==> src/rtl/core/pva_pkg.sv <==
// Shared types and constants for the scroll address counter.
// No dependencies; imported by pva_next_addr and ppu_vram_address_counter.
`timescale 1ns / 1ps

package pva_pkg;

  localparam int unsigned CoarseW = 5;
  localparam int unsigned FineW   = 3;
  localparam int unsigned AddrW   = 15;

  // coarse Y row at which the vertical nametable bit flips
  localparam logic [CoarseW-1:0] CoarseYLastRow = 5'd29;
  localparam logic [AddrW-1:0]   IncByOne       = 15'd1;
  localparam logic [AddrW-1:0]   IncByRow       = 15'd32;

  // field order follows the packed address, fine Y in the top bits
  typedef struct packed {
    logic [FineW-1:0]   fine_v;
    logic               nt_v;
    logic               nt_h;
    logic [CoarseW-1:0] coarse_v;
    logic [CoarseW-1:0] coarse_h;
  } scroll_addr_t;

  typedef struct packed {
    logic load_h;
    logic load_v;
    logic step_h;
    logic step_v;
    logic blank;
    logic inc_by_32;
  } scroll_ctrl_t;

endpackage

==> src/rtl/core/pva_next_addr.sv <==
// Next-value logic of the scroll address: tile walk while rendering,
// linear count during blanking, field loads from the temporary address.
// Depends on pva_pkg.
`timescale 1ns / 1ps

module pva_next_addr
  import pva_pkg::*;
(
  input  scroll_ctrl_t ctrl_i,
  input  scroll_addr_t cur_i,
  input  scroll_addr_t tmp_i,
  output scroll_addr_t next_o
);

  logic [AddrW-1:0]   lin_sum;
  logic [CoarseW-1:0] coarse_h_inc;
  logic [CoarseW-1:0] coarse_v_inc;
  logic [FineW-1:0]   fine_v_inc;
  logic               coarse_h_wrap;
  logic               fine_v_wrap;

  assign lin_sum       = AddrW'(cur_i) + (ctrl_i.inc_by_32 ? IncByRow : IncByOne);
  assign coarse_h_inc  = cur_i.coarse_h + CoarseW'(1);
  assign coarse_v_inc  = cur_i.coarse_v + CoarseW'(1);
  assign fine_v_inc    = cur_i.fine_v + FineW'(1);
  assign coarse_h_wrap = &cur_i.coarse_h;
  assign fine_v_wrap   = &cur_i.fine_v;

  always_comb begin
    next_o = cur_i;
    if (ctrl_i.blank && (ctrl_i.step_h || ctrl_i.step_v)) begin
      next_o = scroll_addr_t'(lin_sum);
    end else begin
      // horizontal group: step wins over load
      if (ctrl_i.step_h) begin
        next_o.coarse_h = coarse_h_inc;
        if (coarse_h_wrap) begin
          next_o.nt_h = ~cur_i.nt_h;
        end
      end else if (ctrl_i.load_h) begin
        next_o.coarse_h = tmp_i.coarse_h;
        next_o.nt_h     = tmp_i.nt_h;
      end
      // vertical group
      if (ctrl_i.step_v) begin
        next_o.fine_v = fine_v_inc;
        if (fine_v_wrap) begin
          if (cur_i.coarse_v == CoarseYLastRow) begin
            next_o.coarse_v = '0;
            next_o.nt_v     = ~cur_i.nt_v;
          end else begin
            // 31 rolls over to 0 on its own without a flip
            next_o.coarse_v = coarse_v_inc;
          end
        end
      end else if (ctrl_i.load_v) begin
        next_o.fine_v   = tmp_i.fine_v;
        next_o.coarse_v = tmp_i.coarse_v;
        next_o.nt_v     = tmp_i.nt_v;
      end
    end
  end

endmodule

==> src/rtl/core/ppu_vram_address_counter.sv <==
// Top level of the scroll address counter.
// Depends on pva_pkg and pva_next_addr.
`timescale 1ns / 1ps
//
// Usage:
//   Input channel (in_valid_i / in_stall_o) carries one pixel clock's strobes
//   and the temporary address fields. Output channel (out_valid_o /
//   out_stall_i) carries the address after that pixel clock.
//   A transfer happens on a rising edge with valid high and stall low.
// Result and throughput:
//   The result comes from the address register itself, in the cycle after
//   the input transfer. One item per cycle is sustained while out_stall_i is
//   low; the next-value logic is a single pass of a 15-bit add and increments.
// Reset:
//   rst_ni clears all address fields to zero and empties the output.
// Stall:
//   While a result waits under out_stall_i the input is stalled and the
//   address holds; a result taken in the same cycle frees the slot, so a new
//   item can be accepted on that edge.
//
module ppu_vram_address_counter
  import pva_pkg::*;
(
  input  logic               clk_i,
  input  logic               rst_ni,
  input  logic               in_valid_i,
  output logic               in_stall_o,
  input  logic               load_horiz_i,
  input  logic               load_vert_i,
  input  logic               step_horiz_i,
  input  logic               step_vert_i,
  input  logic               blank_i,
  input  logic               inc_by_32_i,
  input  logic [CoarseW-1:0] new_coarse_h_i,
  input  logic [CoarseW-1:0] new_coarse_v_i,
  input  logic [FineW-1:0]   new_fine_v_i,
  input  logic               new_nt_h_i,
  input  logic               new_nt_v_i,
  output logic               out_valid_o,
  input  logic               out_stall_i,
  output logic [CoarseW-1:0] coarse_h_o,
  output logic [CoarseW-1:0] coarse_v_o,
  output logic [FineW-1:0]   fine_v_o,
  output logic               nt_h_o,
  output logic               nt_v_o
);

  scroll_ctrl_t ctrl;
  scroll_addr_t tmp_addr;
  scroll_addr_t addr_q, addr_d;
  logic         out_valid_q, out_valid_d;
  logic         in_xfer;

  assign ctrl = '{
    load_h:    load_horiz_i,
    load_v:    load_vert_i,
    step_h:    step_horiz_i,
    step_v:    step_vert_i,
    blank:     blank_i,
    inc_by_32: inc_by_32_i
  };

  assign tmp_addr = '{
    fine_v:   new_fine_v_i,
    nt_v:     new_nt_v_i,
    nt_h:     new_nt_h_i,
    coarse_v: new_coarse_v_i,
    coarse_h: new_coarse_h_i
  };

  assign in_stall_o = out_valid_q && out_stall_i;
  assign in_xfer    = in_valid_i && !in_stall_o;

  pva_next_addr u_next (
    .ctrl_i (ctrl),
    .cur_i  (addr_q),
    .tmp_i  (tmp_addr),
    .next_o (addr_d)
  );

  always_comb begin
    out_valid_d = out_valid_q;
    if (in_xfer) begin
      out_valid_d = 1'b1;
    end else if (!out_stall_i) begin
      // drop the result once it has been taken
      out_valid_d = 1'b0;
    end
  end

  // the address is both the counter state and the result register
  always_ff @(posedge clk_i or negedge rst_ni) begin
    if (!rst_ni) begin
      addr_q      <= '0;
      out_valid_q <= 1'b0;
    end else begin
      out_valid_q <= out_valid_d;
      if (in_xfer) begin
        addr_q <= addr_d;
      end
    end
  end

  assign out_valid_o = out_valid_q;
  assign coarse_h_o  = addr_q.coarse_h;
  assign coarse_v_o  = addr_q.coarse_v;
  assign fine_v_o    = addr_q.fine_v;
  assign nt_h_o      = addr_q.nt_h;
  assign nt_v_o      = addr_q.nt_v;

endmodule
==> config.mk <==
export PLATFORM = sky130hd
export DESIGN_NAME = ppu_vram_address_counter
export DESIGN_NICKNAME = d
export VERILOG_FILES = /design/src/rtl/core/pva_pkg.sv /design/src/rtl/core/pva_next_addr.sv /design/src/rtl/core/ppu_vram_address_counter.sv
export SDC_FILE = /design/constraint.sdc
export NUM_CORES = 1
export LEC_CHECK = 0
export BUFFER_PORTS_ARGS = -buffer_cell sky130_fd_sc_hd__buf_2
export CORE_UTILIZATION = 29
export CTS_CLUSTER_SIZE = 14
export DETAILED_ROUTE_END_ITERATION = 8
export PLACE_DENSITY = 0.51
export SLEW_MARGIN = 20
export SYNTH_ARGS = -nofsm -noshare
export SYNTH_HDL_FRONTEND = slang
export SYNTH_SLANG_ARGS = --single-unit
==> constraint.sdc <==
create_clock -name clk_i -period 1.94 [get_ports clk_i]
set_clock_uncertainty 0.05 [all_clocks]
set_input_delay 0.097 -clock clk_i [delete_from_list [all_inputs] [get_ports clk_i]]
set_output_delay 0.097 -clock clk_i [all_outputs]
set_load 0.01 [all_outputs]
## Word level (Yosys, flattened, before mapping)

Index checks and enable logic that the tools add are counted.

| storage, ports and cells | value |
|---|---|
| register bits | 16 |
| input bits | 25 |
| logic and storage cells | 48 |

| operators by class | value |
|---|---|
| add/sub/neg operators | 4 |
| equality and inequality tests | 5 |
| mux-type cells | 17 |
| bitwise operators | 2 |
| reduce and logical (&&, ||, !) cells | 14 |

Operators by type and width:

| cell | count |
|---|---|
| $mux 5 | 6 |
| $add 15x15->15 | 1 |
| $mux 15 | 1 |
| $add 5x1->5 const B | 2 |
| $ne 3x1->1 const B | 3 |
| $reduce_and 3->1 | 3 |
| $mux 4 | 2 |
| $mux 1 | 7 |
| $mux 6 | 1 |
| $reduce_bool 3->1 | 2 |
| $eq 5x5->1 const B | 1 |
| $reduce_and 5->1 | 1 |
| $reduce_and 2->1 | 2 |
| $reduce_and 4->1 | 1 |
| $add 3x1->3 const B | 1 |
| $logic_and 1x1->1 | 3 |
| $ne 2x1->1 const B | 1 |
| $not 1->1 | 2 |
| $logic_not 1->1 | 1 |
| $logic_or 1x1->1 | 1 |

## Depth between registers and ports, before layout

Gate-level depths: netlist of the first run.

| logic depth | value |
|---|---|
| depth after elaboration | 5 |
| depth in mapped cells | 8 |
| depth with buffers taken out | 8 |

## Modules after synthesis

From an unflattened synthesis of the first run, not the netlist that was laid out.

| second synthesis, totals | value |
|---|---|
| cells, all modules | 190 |
| area, all modules | 1700.4 um^2 |

Modules (own cells, without submodules):

| module | times used | cells each | area an instance (um^2) |
|---|---|---|---|
| pva_next_addr | 1 | 155 | 1042.2 |
| ppu_vram_address_counter | 1 | 35 | 658.1 |

## Least setup slack after synthesis of the first run

Ideal clock, no wire load.

| path | value |
|---|---|
| kind | register to register |
| start point | reg addr_q (netlist bit coarse_h_o[0]) |
| end point | reg addr_q (netlist bit nt_h_o) |
| library setup time | 132 ps |
| arrival time | 1714 ps |
| data required time | 1758 ps |
| path slack | 44 ps |
| cell stages (with the launch flop) | 8 |
| buffers on the path | 0 |
| cells stage by stage | dfrtp_1 ha_1 ha_1 and3_2 a31o_2 a21o_1 a21oi_1 a21oi_1 |

| on the way | value |
|---|---|
| longest elaborated chain between the ends | 3 |
| elaborated cells on any way between the ends | 5 |
| classes of those cells | add/sub (1); eq/ne (1); mux (1); reduce/logical (2) |

RTL lines:

| element | line | text |
|---|---|---|
| start, declared | ppu_vram_address_counter.sv:50 | `scroll_addr_t addr_q, addr_d;` |
| start signal, assigned | ppu_vram_address_counter.sv:99 | `addr_q <= addr_d;` |
| parallel branches: the longest is 3 deep, another holds $add 15x15->15 | - |  |

Several ways; the timed one is not identified.
A chain may end at the register's enable or synchronous reset.

## Final worst setup path of the first run

Same ends and word-level chain as after synthesis.

==> results of run 1 <==
[synth_stat cells, types with 3 or more instances]
cell type / instances / share of area [%]
a21oi_1: 18 / 6.2
dfrtp_1: 16 / 28
nand2_1: 14 / 3.6
o21ai_0: 12 / 4.1
ha_1: 9 / 7.8
nand3_1: 8 / 2.8
nor2_1: 8 / 2.1
inv_1: 7 / 1.8
buf_2: 5 / 1.7
a31oi_1: 4 / 1.7
buf_4: 4 / 2.1
a21o_1: 3 / 1.6
and3_2: 3 / 1.6
nand4_1: 3 / 1.3
o221ai_1: 3 / 1.8
o22ai_1: 3 / 1.3
xor2_1: 3 / 1.8
[area by class of cell]
cell class	instances	share of cell area [%]
Timing Repair Buffer	53	16.5
Tap cell	67	4.61
Multi-Input combinational cell	136	53.0
Sequential cell	16	22.1
Inverter	7	1.45
Clock buffer	3	2.27
[per-stage QoR]
stage / cells / cell area, um^2 / power (W) / util, % / hold WS, ns
4_1_cts: 282 / 1800 / 0.00169 / 37.9 / 0.142
5_1_grt: 282 / 1820 / 0.00182 / 38.2 / 0.196
2_1_floorplan: 170 / 1450 / 0.00114 / - / -0.249
6_report: 282 / 1820 / 0.00168 / 38.2 / 0.153
3_3_place_gp: 277 / 1740 / 0.00142 / 36.7 / 0.00465
3_5_place_dp: 277 / 1740 / 0.00142 / 36.7 / 0.00870
[cell families after synthesis]
| group | Yosys count | share of synthesized area, % |
|---|---|---|
| fa+ha+maj | 9 | 7.77 |
| buf+inv | 18 | 6.65 |
| flops | 16 | 27.6 |
| xor+xnor | 5 | 3.02 |
| compound gates | 69 | 33.8 |
| mux | 4 | 2.94 |
| simple gates | 49 | 18.2 |
[registers in the layout (all words and copies together) (netlist names)]
| register | count |
|---|---|
| coarse_h_o | 5 |
| coarse_v_o | 5 |
| fine_v_o | 3 |
| nt_v_o | 1 |
| out_valid_o | 1 |
| nt_h_o | 1 |
[power by group through the flow]
stage	Clock, W	Combinational, W	Sequential (W)
detailed placement	0	0.000827	0.000589
global route	0.000285	0.000927	0.000608
finish	0.000262	0.000831	0.000586
floorplan	0	0.000553	0.000589
CTS	0.000271	0.000831	0.000584
global placement	0	0.000827	0.000591
[path summary, 6_finish.rpt]
kind / from / to / slack [ns] / depth (start not counted)
min in group asynchronous: rst_ni / coarse_v_o[2]$_DFFE_PN0P_ / 0.26 / 2
max: coarse_h_o[0]$_DFFE_PN0P_ / nt_h_o$_DFFE_PN0P_ / 0.11 / 7
max in group asynchronous: rst_ni / coarse_h_o[1]$_DFFE_PN0P_ / 1.27 / 2
min: out_stall_i / out_valid_o$_DFFE_PN0P_ / 0.15 / 3
min reg2reg: coarse_v_o[0]$_DFFE_PN0P_ / coarse_v_o[0]$_DFFE_PN0P_ / 0.54 / 2
max reg2reg: coarse_h_o[0]$_DFFE_PN0P_ / nt_h_o$_DFFE_PN0P_ / 0.11 / 7
[metal layers]
| layer | share of wire (%) | wire length (um) |
|---|---|---|
| met4 | 0.59 | 23 |
| met5 | 0 | 0 |
| met3 | 3.5 | 136 |
| met2 | 44 | 1730 |
| met1 | 52 | 2030 |
[worst max-delay path: cells and delay by family (launching register included)]
family / cells / cell delay, ns
DFF: 1 / 0.40
adders and majority gates: 2 / 0.38
AOI/OAI and AO/OA: 4 / 0.62
and+or+nand+nor: 1 / 0.24
[timing repair]
action / 4_1_cts / 5_1_grt
resized for setup: 0 / 3
setup endpoints to repair: 0 / 5
hold buffers: 2 / 0
setup buffers: 0 / 0
endpoints found under the hold margin: 17 / 0
==> results.sh, run 1 <==
export IMPL_timing_fmax_ghz=0.546
export IMPL_drive_above_1_share_pct=33.0
export IMPL_route_detailed_drc=0
export IMPL_worst_pin_slew_ns=0.417
export IMPL_use_met1_pct=22.0
export IMPL_rsz0062_at_grt="false"
export IMPL_vdd_drop_max_uv=379
export IMPL_nNetsFinal=251
export IMPL_wl_per_cell_um=13.9
export IMPL_grt_max_degree=18
export IMPL_clk_latency_ns=0.25
export IMPL_port_buffers=41
export IMPL_p_leak_nw=0.806
export IMPL_diodes=0
export IMPL_clockPowerShare_pct=15.6
export IMPL_p_sw_w=0.000714
export IMPL_drtPass1Iterations=4
export IMPL_cts_tree="built"
export IMPL_finalWeightedCongestion=0.746
export IMPL_max_slew_margin_pct=72.2
export IMPL_grt_util_met2_pct=24.9
export IMPL_viasPerCell=5.12
export IMPL_final_common_cell="buf_2"
export IMPL_ios=42
export IMPL_path_max_fanout=7
export IMPL_clock_sinks=16
export IMPL_cts_root_buf="clkbuf_8"
export IMPL_final_setup_viol_count=0
export IMPL_post_route_period_util_pct=94.3
export IMPL_ys_ff_latch=16
export IMPL_outcome="finished clean"
export IMPL_cp_end_kind="register"
export IMPL_antenna_found_initial=0
export IMPL_dpl_worst_slack_ns=0.0564
export IMPL_grt_pass1_vias=1294
export IMPL_netlist_instances=170
export IMPL_hold_violations=0
export IMPL_fillers=531
export IMPL_regArea_um2=402
export IMPL_synth_distinct_cells=53
export IMPL_min_period_ns=1.83
export IMPL_cts_buffer_depth=2
export IMPL_ys_flop_type="dfrtp_1"
export IMPL_avgSynthCellArea_um2=8.52
export IMPL_syn_nets=204
export IMPL_area_delta_synth_final_pct=25.4
export IMPL_finalSetupTns_ns=0
export IMPL_die_h_um=72.7
export IMPL_grt_busiest_layer="met2"
export IMPL_worstPathCellList="ha_2 -> ha_1 -> and3_2 -> a31o_4 -> a21o_1 -> a21oi_1 -> a21oi_1"
export IMPL_grt_total_usage_pct=15.7
export IMPL_totalWireLength_mm=3.92
export IMPL_vias=1444
export IMPL_ctsHtreeMaxLevel=1
export IMPL_cp_required_ns=2.02
export IMPL_p_sw_share_pct=42.5
export IMPL_synth_async_reset_ratio_pct=100
export IMPL_pwr_share_seq_pct=34.9
export IMPL_synth_edf_count=0
export IMPL_grt_first_pass_wirelength_mm=6.42
export IMPL_worstPathArrival_ns=1.91
export IMPL_ant_nets=0
export IMPL_numCtsBuffers=3
export IMPL_ys_seq_area_share_pct=27.6
export IMPL_grt_overflow=0
export IMPL_intPower_w=0.000965
export IMPL_design_core_area_um2=4750
export IMPL_final_cell_mix="41 x buf_2, 18 x a21oi_1, 15 x dfrtp_1, 14 x nand2_1, 12 x o21ai_0"
export IMPL_p_comb_share_pct=49.5
export IMPL_yosysWarnings=0
export IMPL_crit_type="reg2reg"
export IMPL_cp_start_kind="register"
export IMPL_cap_viol_max_count=0
export IMPL_multi_input_area_um2=963
export IMPL_detailed_place_hpwl_mm=2.89
export IMPL_min_path_type="in2reg"
export IMPL_clk_pin_slew_worst_paths_ns=0.07
export IMPL_die_x_um=72.7
export IMPL_num_rows=25
export IMPL_cp_slowest_cell="dfrtp_1"
export IMPL_powerDensity_nw_per_um2=924
export IMPL_netlist_area_um2=1450
export IMPL_drt_iter0_drc=44
export IMPL_crit_path_max_incr_delay_ns=0.40
export IMPL_setup_ws_ns=0.110
export IMPL_die_area_um2=5280
export IMPL_use_met3_pct=3.31
export IMPL_critPathMostFrequentCell="a21oi_1"
export IMPL_start_util_pct=30.5
export IMPL_slew_viol_final=0
Power figures use the tool's default switching activity.
==> inputs of run 2 (changes only) <==
--- a/config.mk
+++ b/config.mk
@@ -6,10 +6,12 @@
 export NUM_CORES = 1
 export LEC_CHECK = 0
 export BUFFER_PORTS_ARGS = -buffer_cell sky130_fd_sc_hd__buf_2
+export CELL_PAD_IN_SITES_DETAIL_PLACEMENT = 0
+export CELL_PAD_IN_SITES_GLOBAL_PLACEMENT = 1
 export CORE_UTILIZATION = 29
 export CTS_CLUSTER_SIZE = 14
 export DETAILED_ROUTE_END_ITERATION = 8
-export PLACE_DENSITY = 0.51
+export PLACE_DENSITY = 0.65
 export SLEW_MARGIN = 20
 export SYNTH_ARGS = -nofsm -noshare
 export SYNTH_HDL_FRONTEND = slang
==> results.sh, run 2 (synthesis results as in run 1) <==
export IMPL_min_period_ns=1.86
export IMPL_post_route_period_util_pct=95.7
export IMPL_ctsHtreeMaxLevel=1
export IMPL_final_cell_mix="41 x buf_2, 16 x a21oi_1, 16 x dfrtp_1, 14 x nand2_1, 13 x buf_4"
export IMPL_p_sw_share_pct=42.4
export IMPL_crit_type="reg2reg"
export IMPL_path_max_fanout=3
export IMPL_p_sw_w=0.000716
export IMPL_num_rows=25
export IMPL_final_setup_viol_count=0
export IMPL_drive_above_1_share_pct=33.9
export IMPL_die_area_um2=5280
export IMPL_totalWireLength_mm=4.04
export IMPL_clockPowerShare_pct=15.4
export IMPL_cp_start_kind="register"
export IMPL_wl_per_cell_um=14.2
export IMPL_viasPerCell=5.09
export IMPL_grt_pass1_vias=1322
export IMPL_outcome="finished clean"
export IMPL_port_buffers=41
export IMPL_antenna_found_initial=0
export IMPL_vias=1450
export IMPL_cts_tree="built"
export IMPL_die_h_um=72.7
export IMPL_min_path_type="in2reg"
export IMPL_ios=42
export IMPL_final_core_util_pct=38.8
export IMPL_design_core_area_um2=4750
export IMPL_detailed_place_hpwl_mm=3.02
export IMPL_cap_viol_max_count=0
export IMPL_cts_root_buf="clkbuf_8"
export IMPL_worst_pin_slew_ns=0.574
export IMPL_multi_input_area_um2=972
export IMPL_grt_first_pass_wirelength_mm=6.67
export IMPL_cp_end_kind="register"
export IMPL_critPathMostFrequentCell="ha_1"
export IMPL_die_x_um=72.7
export IMPL_finalWeightedCongestion=0.716
export IMPL_grt_max_degree=24
export IMPL_numCtsBuffers=3
export IMPL_finalSetupTns_ns=0
export IMPL_intPower_w=0.000973
export IMPL_clock_sinks=16
export IMPL_regArea_um2=400
export IMPL_fillers=521
export IMPL_area_delta_synth_final_pct=27.5
export IMPL_powerDensity_nw_per_um2=915
export IMPL_crit_path_max_incr_delay_ns=0.40
export IMPL_grt_total_usage_pct=16.4
export IMPL_diodes=0
export IMPL_route_detailed_drc=0
export IMPL_p_leak_nw=0.822
export IMPL_nNetsFinal=254
export IMPL_drt_iter0_drc=58
export IMPL_p_comb_share_pct=49.8
export IMPL_holdWs_ns=0.145
export IMPL_ant_nets=0
export IMPL_drtPass1Iterations=4
export IMPL_cts_buffer_depth=2
export IMPL_final_common_cell="buf_2"
export IMPL_grt_overflow=0
export IMPL_max_slew_margin_pct=61.5
export IMPL_worstPathArrival_ns=1.95
export IMPL_start_util_pct=30.5
export IMPL_worstPathCellList="buf_4 -> ha_1 -> and3_2 -> ha_1 -> a21oi_2 -> o22ai_1 -> a22o_1"
export IMPL_clk_pin_slew_worst_paths_ns=0.06
export IMPL_vdd_drop_max_uv=330
export IMPL_pwr_share_seq_pct=34.8
export IMPL_rsz0062_at_grt="false"
export IMPL_timing_fmax_ghz=0.539
export IMPL_slew_viol_final=0
export IMPL_finalPower_w=0.00169
export IMPL_clk_latency_ns=0.25
export IMPL_hold_violations=0
export IMPL_cp_required_ns=2.03
export IMPL_cp_slowest_cell="dfrtp_1"
run 2: layout make-up:
class                   instances  share of cell area, %
flip-flops and latches         16                   21.7
inverters                       7                   1.42
well taps                      67                   4.54
repair buffers                 56                   17.5
clock buffers                   3                   2.24
multi-input cells             136                   52.6
run 2: power groups by stage:
| stage | combinational [W] | sequential (W) | clock (W) |
|---|---|---|---|
| after global routing | 0.000950 | 0.000610 | 0.000285 |
| final | 0.000841 | 0.000588 | 0.000260 |
| after floorplan | 0.000553 | 0.000589 | 0 |
| after CTS | 0.000831 | 0.000585 | 0.000274 |
| after global placement | 0.000829 | 0.000595 | 0 |
| after detailed placement | 0.000826 | 0.000592 | 0 |
run 2: what timing repair did:
item / in CTS / in global routing
hold buffers: 2 / 0
resized for setup: 0 / 4
setup buffers: 0 / 1
hold endpoints to repair: 17 / 0
endpoints found under the setup margin: 0 / 4
run 2: through the flow:
stage               area [um^2]  setup WS, ns  std cells
global placement           1760        0.0678        279
CTS                        1820        0.0210        284
detailed placement         1760        0.0331        279
floorplan                  1450        0.0438        170
global route               1850        0.0104        285
finish                     1850        0.0842        285
run 2: critical path, delay by kind of cell, from the launching register on:
kind / cells / cell delay [ns]
AOI/OAI and AO/OA: 3 / 0.45
buffers and inverters: 1 / 0.14
adders and majority gates: 2 / 0.49
DFF: 1 / 0.40
and+or+nand+nor: 1 / 0.21
run 2: routing by layer:
layer	vias to the layer above	global-route usage, %	wire length (um)
li1	742	-	-
met1	658	22.8	2020
met2	44	25.9	1760
met3	6	3.18	217
met4	0	4.36	42
met5	-	0	0
run 2: worst paths after layout:
path | from | endpoint | slack (ns) | cells after the start
hold / removal | out_stall_i | out_valid_o$_DFFE_PN0P_ | 0.14 | 3
max in group asynchronous | rst_ni | fine_v_o[2]$_DFFE_PN0P_ | 1.27 | 2
setup / recovery | coarse_h_o[0]$_DFFE_PN0P_ | coarse_h_o[4]$_DFFE_PN0P_ | 0.08 | 7
hold reg to reg | coarse_v_o[1]$_DFFE_PN0P_ | coarse_v_o[1]$_DFFE_PN0P_ | 0.53 | 2
min in group asynchronous | rst_ni | coarse_v_o[0]$_DFFE_PN0P_ | 0.26 | 2
setup reg to reg | coarse_h_o[0]$_DFFE_PN0P_ | coarse_h_o[4]$_DFFE_PN0P_ | 0.08 | 7
==> inputs of run 3 (changes only) <==
--- a/config.mk
+++ b/config.mk
@@ -11,7 +11,7 @@
 export CORE_UTILIZATION = 29
 export CTS_CLUSTER_SIZE = 14
 export DETAILED_ROUTE_END_ITERATION = 8
-export PLACE_DENSITY = 0.65
+export PLACE_DENSITY = 0.63
 export SLEW_MARGIN = 20
 export SYNTH_ARGS = -nofsm -noshare
 export SYNTH_HDL_FRONTEND = slang
==> constraint.sdc (replaced) <==
create_clock -name clk_i -period 2 [get_ports clk_i]
set_clock_uncertainty 0.05 [all_clocks]
set_input_delay 0.1 -clock clk_i [delete_from_list [all_inputs] [get_ports clk_i]]
set_output_delay 0.1 -clock clk_i [all_outputs]
set_load 0.01 [all_outputs]
==> results.sh, run 3 (synthesis results as in run 1) <==
export IMPL_p_sw_share_pct=42.4
export IMPL_port_buffers=41
export IMPL_num_rows=25
export IMPL_multi_input_area_um2=961
export IMPL_rsz0062_at_grt="false"
export IMPL_instances_no_fill=282
export IMPL_dpl_cell_count=277
export IMPL_nNetsFinal=251
export IMPL_max_slew_margin_pct=61.1
export IMPL_cp_start_kind="register"
export IMPL_ctsHtreeMaxLevel=1
export IMPL_vdd_drop_max_uv=257
export IMPL_fillers=530
export IMPL_path_max_fanout=5
export IMPL_worstPathArrival_ns=1.96
export IMPL_totalWireLength_mm=4.01
export IMPL_viasPerCell=5.26
export IMPL_clk_latency_ns=0.25
export IMPL_antenna_found_initial=0
export IMPL_design_core_area_um2=4750
export IMPL_drive_above_1_share_pct=32.1
export IMPL_crit_type="reg2reg"
export IMPL_grt_total_usage_pct=16.2
export IMPL_ios=42
export IMPL_reg2regPathDepth=7
export IMPL_p_sw_w=0.000686
export IMPL_ant_nets=0
export IMPL_vias=1482
export IMPL_area_delta_synth_final_pct=25.1
export IMPL_timing_fmax_ghz=0.535
export IMPL_cts_setup_buffers=0
export IMPL_start_util_pct=30.5
export IMPL_cts_buffer_depth=2
export IMPL_die_area_um2=5280
export IMPL_powerDensity_nw_per_um2=893
export IMPL_min_path_type="in2reg"
export IMPL_intPower_w=0.000933
export IMPL_outcome="finished clean"
export IMPL_slew_viol_final=0
export IMPL_p_comb_share_pct=49.5
export IMPL_p_leak_nw=0.809
export IMPL_wl_per_cell_um=14.2
export IMPL_worst_pin_slew_ns=0.579
export IMPL_cts_root_buf="clkbuf_8"
export IMPL_cp_slowest_cell="dfrtp_1"
export IMPL_drtPass1Iterations=4
export IMPL_grt_first_pass_wirelength_mm=6.71
export IMPL_grt_max_degree=24
export IMPL_regArea_um2=400
export IMPL_crit_path_max_incr_delay_ns=0.39
export IMPL_grt_overflow=0
export IMPL_die_h_um=72.7
export IMPL_diodes=0
export IMPL_finalSetupTns_ns=0
export IMPL_clock_sinks=16
export IMPL_hold_depth=3
export IMPL_worstPathCellList="buf_4 -> ha_1 -> and3_2 -> ha_1 -> a21oi_1 -> o22ai_1 -> a22o_1"
export IMPL_min_period_ns=1.87
export IMPL_numCtsBuffers=3
export IMPL_cp_end_kind="register"
export IMPL_post_route_period_util_pct=93.4
export IMPL_cp_required_ns=2.09
export IMPL_cap_viol_max_count=0
export IMPL_die_x_um=72.7
export IMPL_finalWeightedCongestion=0.773
export IMPL_final_setup_viol_count=0
export IMPL_critPathMostFrequentCell="ha_1"
export IMPL_clk_pin_slew_worst_paths_ns=0.07
export IMPL_detailed_place_hpwl_mm=3.01
export IMPL_final_common_cell="buf_2"
export IMPL_cts_tree="built"
export IMPL_pwr_share_seq_pct=35.1
export IMPL_drt_iter0_drc=78
export IMPL_final_cell_mix="41 x buf_2, 18 x a21oi_1, 16 x dfrtp_1, 14 x nand2_1, 12 x o21ai_0"
export IMPL_clockPowerShare_pct=15.4
export IMPL_hold_violations=0
export IMPL_grt_pass1_vias=1446
export IMPL_route_detailed_drc=0
run 3: cell types whose count changed in the layout (fill, tap and decap cells not counted):
cell	previous run	this run
buf_4	13	10
and3_2	2	3
and3_4	1	0
a21oi_1	16	18
a21oi_2	3	1
run 3: path summary, 6_finish.rpt:
check	from	end	slack (ns)
min in group asynchronous	rst_ni	coarse_v_o[1]$_DFFE_PN0P_	0.27
worst min register to register	coarse_v_o[1]$_DFFE_PN0P_	coarse_v_o[1]$_DFFE_PN0P_	0.52
worst max register to register	coarse_h_o[0]$_DFFE_PN0P_	coarse_h_o[4]$_DFFE_PN0P_	0.13
max in group asynchronous	rst_ni	nt_h_o$_DFFE_PN0P_	1.33
worst min-delay path	out_stall_i	out_valid_o$_DFFE_PN0P_	0.16
worst max-delay path	coarse_h_o[0]$_DFFE_PN0P_	coarse_h_o[4]$_DFFE_PN0P_	0.13
run 3: repair_timing:
action                                 CTS  global route
endpoints found under the hold margin   17             0
hold buffers                             2             0
gates resized for setup                  0             1
setup endpoints to repair                0             1
run 3: power groups by stage:
| stage | clock network [W] | registers [W] | logic, W |
|---|---|---|---|
| floorplan | 0 | 0.000572 | 0.000536 |
| global placement | 0 | 0.000570 | 0.000791 |
| detailed placement | 0 | 0.000572 | 0.000798 |
| CTS | 0.000265 | 0.000566 | 0.000804 |
| global route | 0.000276 | 0.000588 | 0.000902 |
| finish | 0.000249 | 0.000567 | 0.000802 |
run 3: stage by stage:
stage	power [W]	utilization (%)	hold slack (ns)	setup WS [ns]	area (um^2)
3_5_place_dp	0.00137	36.7	0.0149	0.118	1740
6_report	0.00162	38.1	0.159	0.132	1810
3_3_place_gp	0.00136	36.7	0.0172	0.149	1740
4_1_cts	0.00163	37.9	0.152	0.104	1800
5_1_grt	0.00177	38.1	0.169	0.0190	1810
2_1_floorplan	0.00111	-	-0.246	0.104	1450
run 3: layout make-up:
cell class / instances / share of cell area, %
sequential: 16 / 22.1
timing repair buffer: 53 / 16.6
multi-input combinational: 136 / 53.0
tap: 67 / 4.62
clock buffer: 3 / 2.28
inverter: 7 / 1.45
run 3: critical path, delay by kind of cell, from the launching register on:
kind                     cells  cell delay, ns
AO/OA/AOI/OAI                3            0.47
adder cells (fa/ha/maj)      2            0.47
buffers and inverters        1            0.16
flip-flops                   1            0.39
AND/OR/NAND/NOR              1            0.22
run 3: layer usage:
layer  global-route usage, %  vias to the layer above  wire (um)
li1                        -                      732          -
met1                    22.2                      712       1970
met2                    26.3                       36       1890
met3                    2.21                        2        136
met4                    5.23                        0         23
met5                       0                        -          0
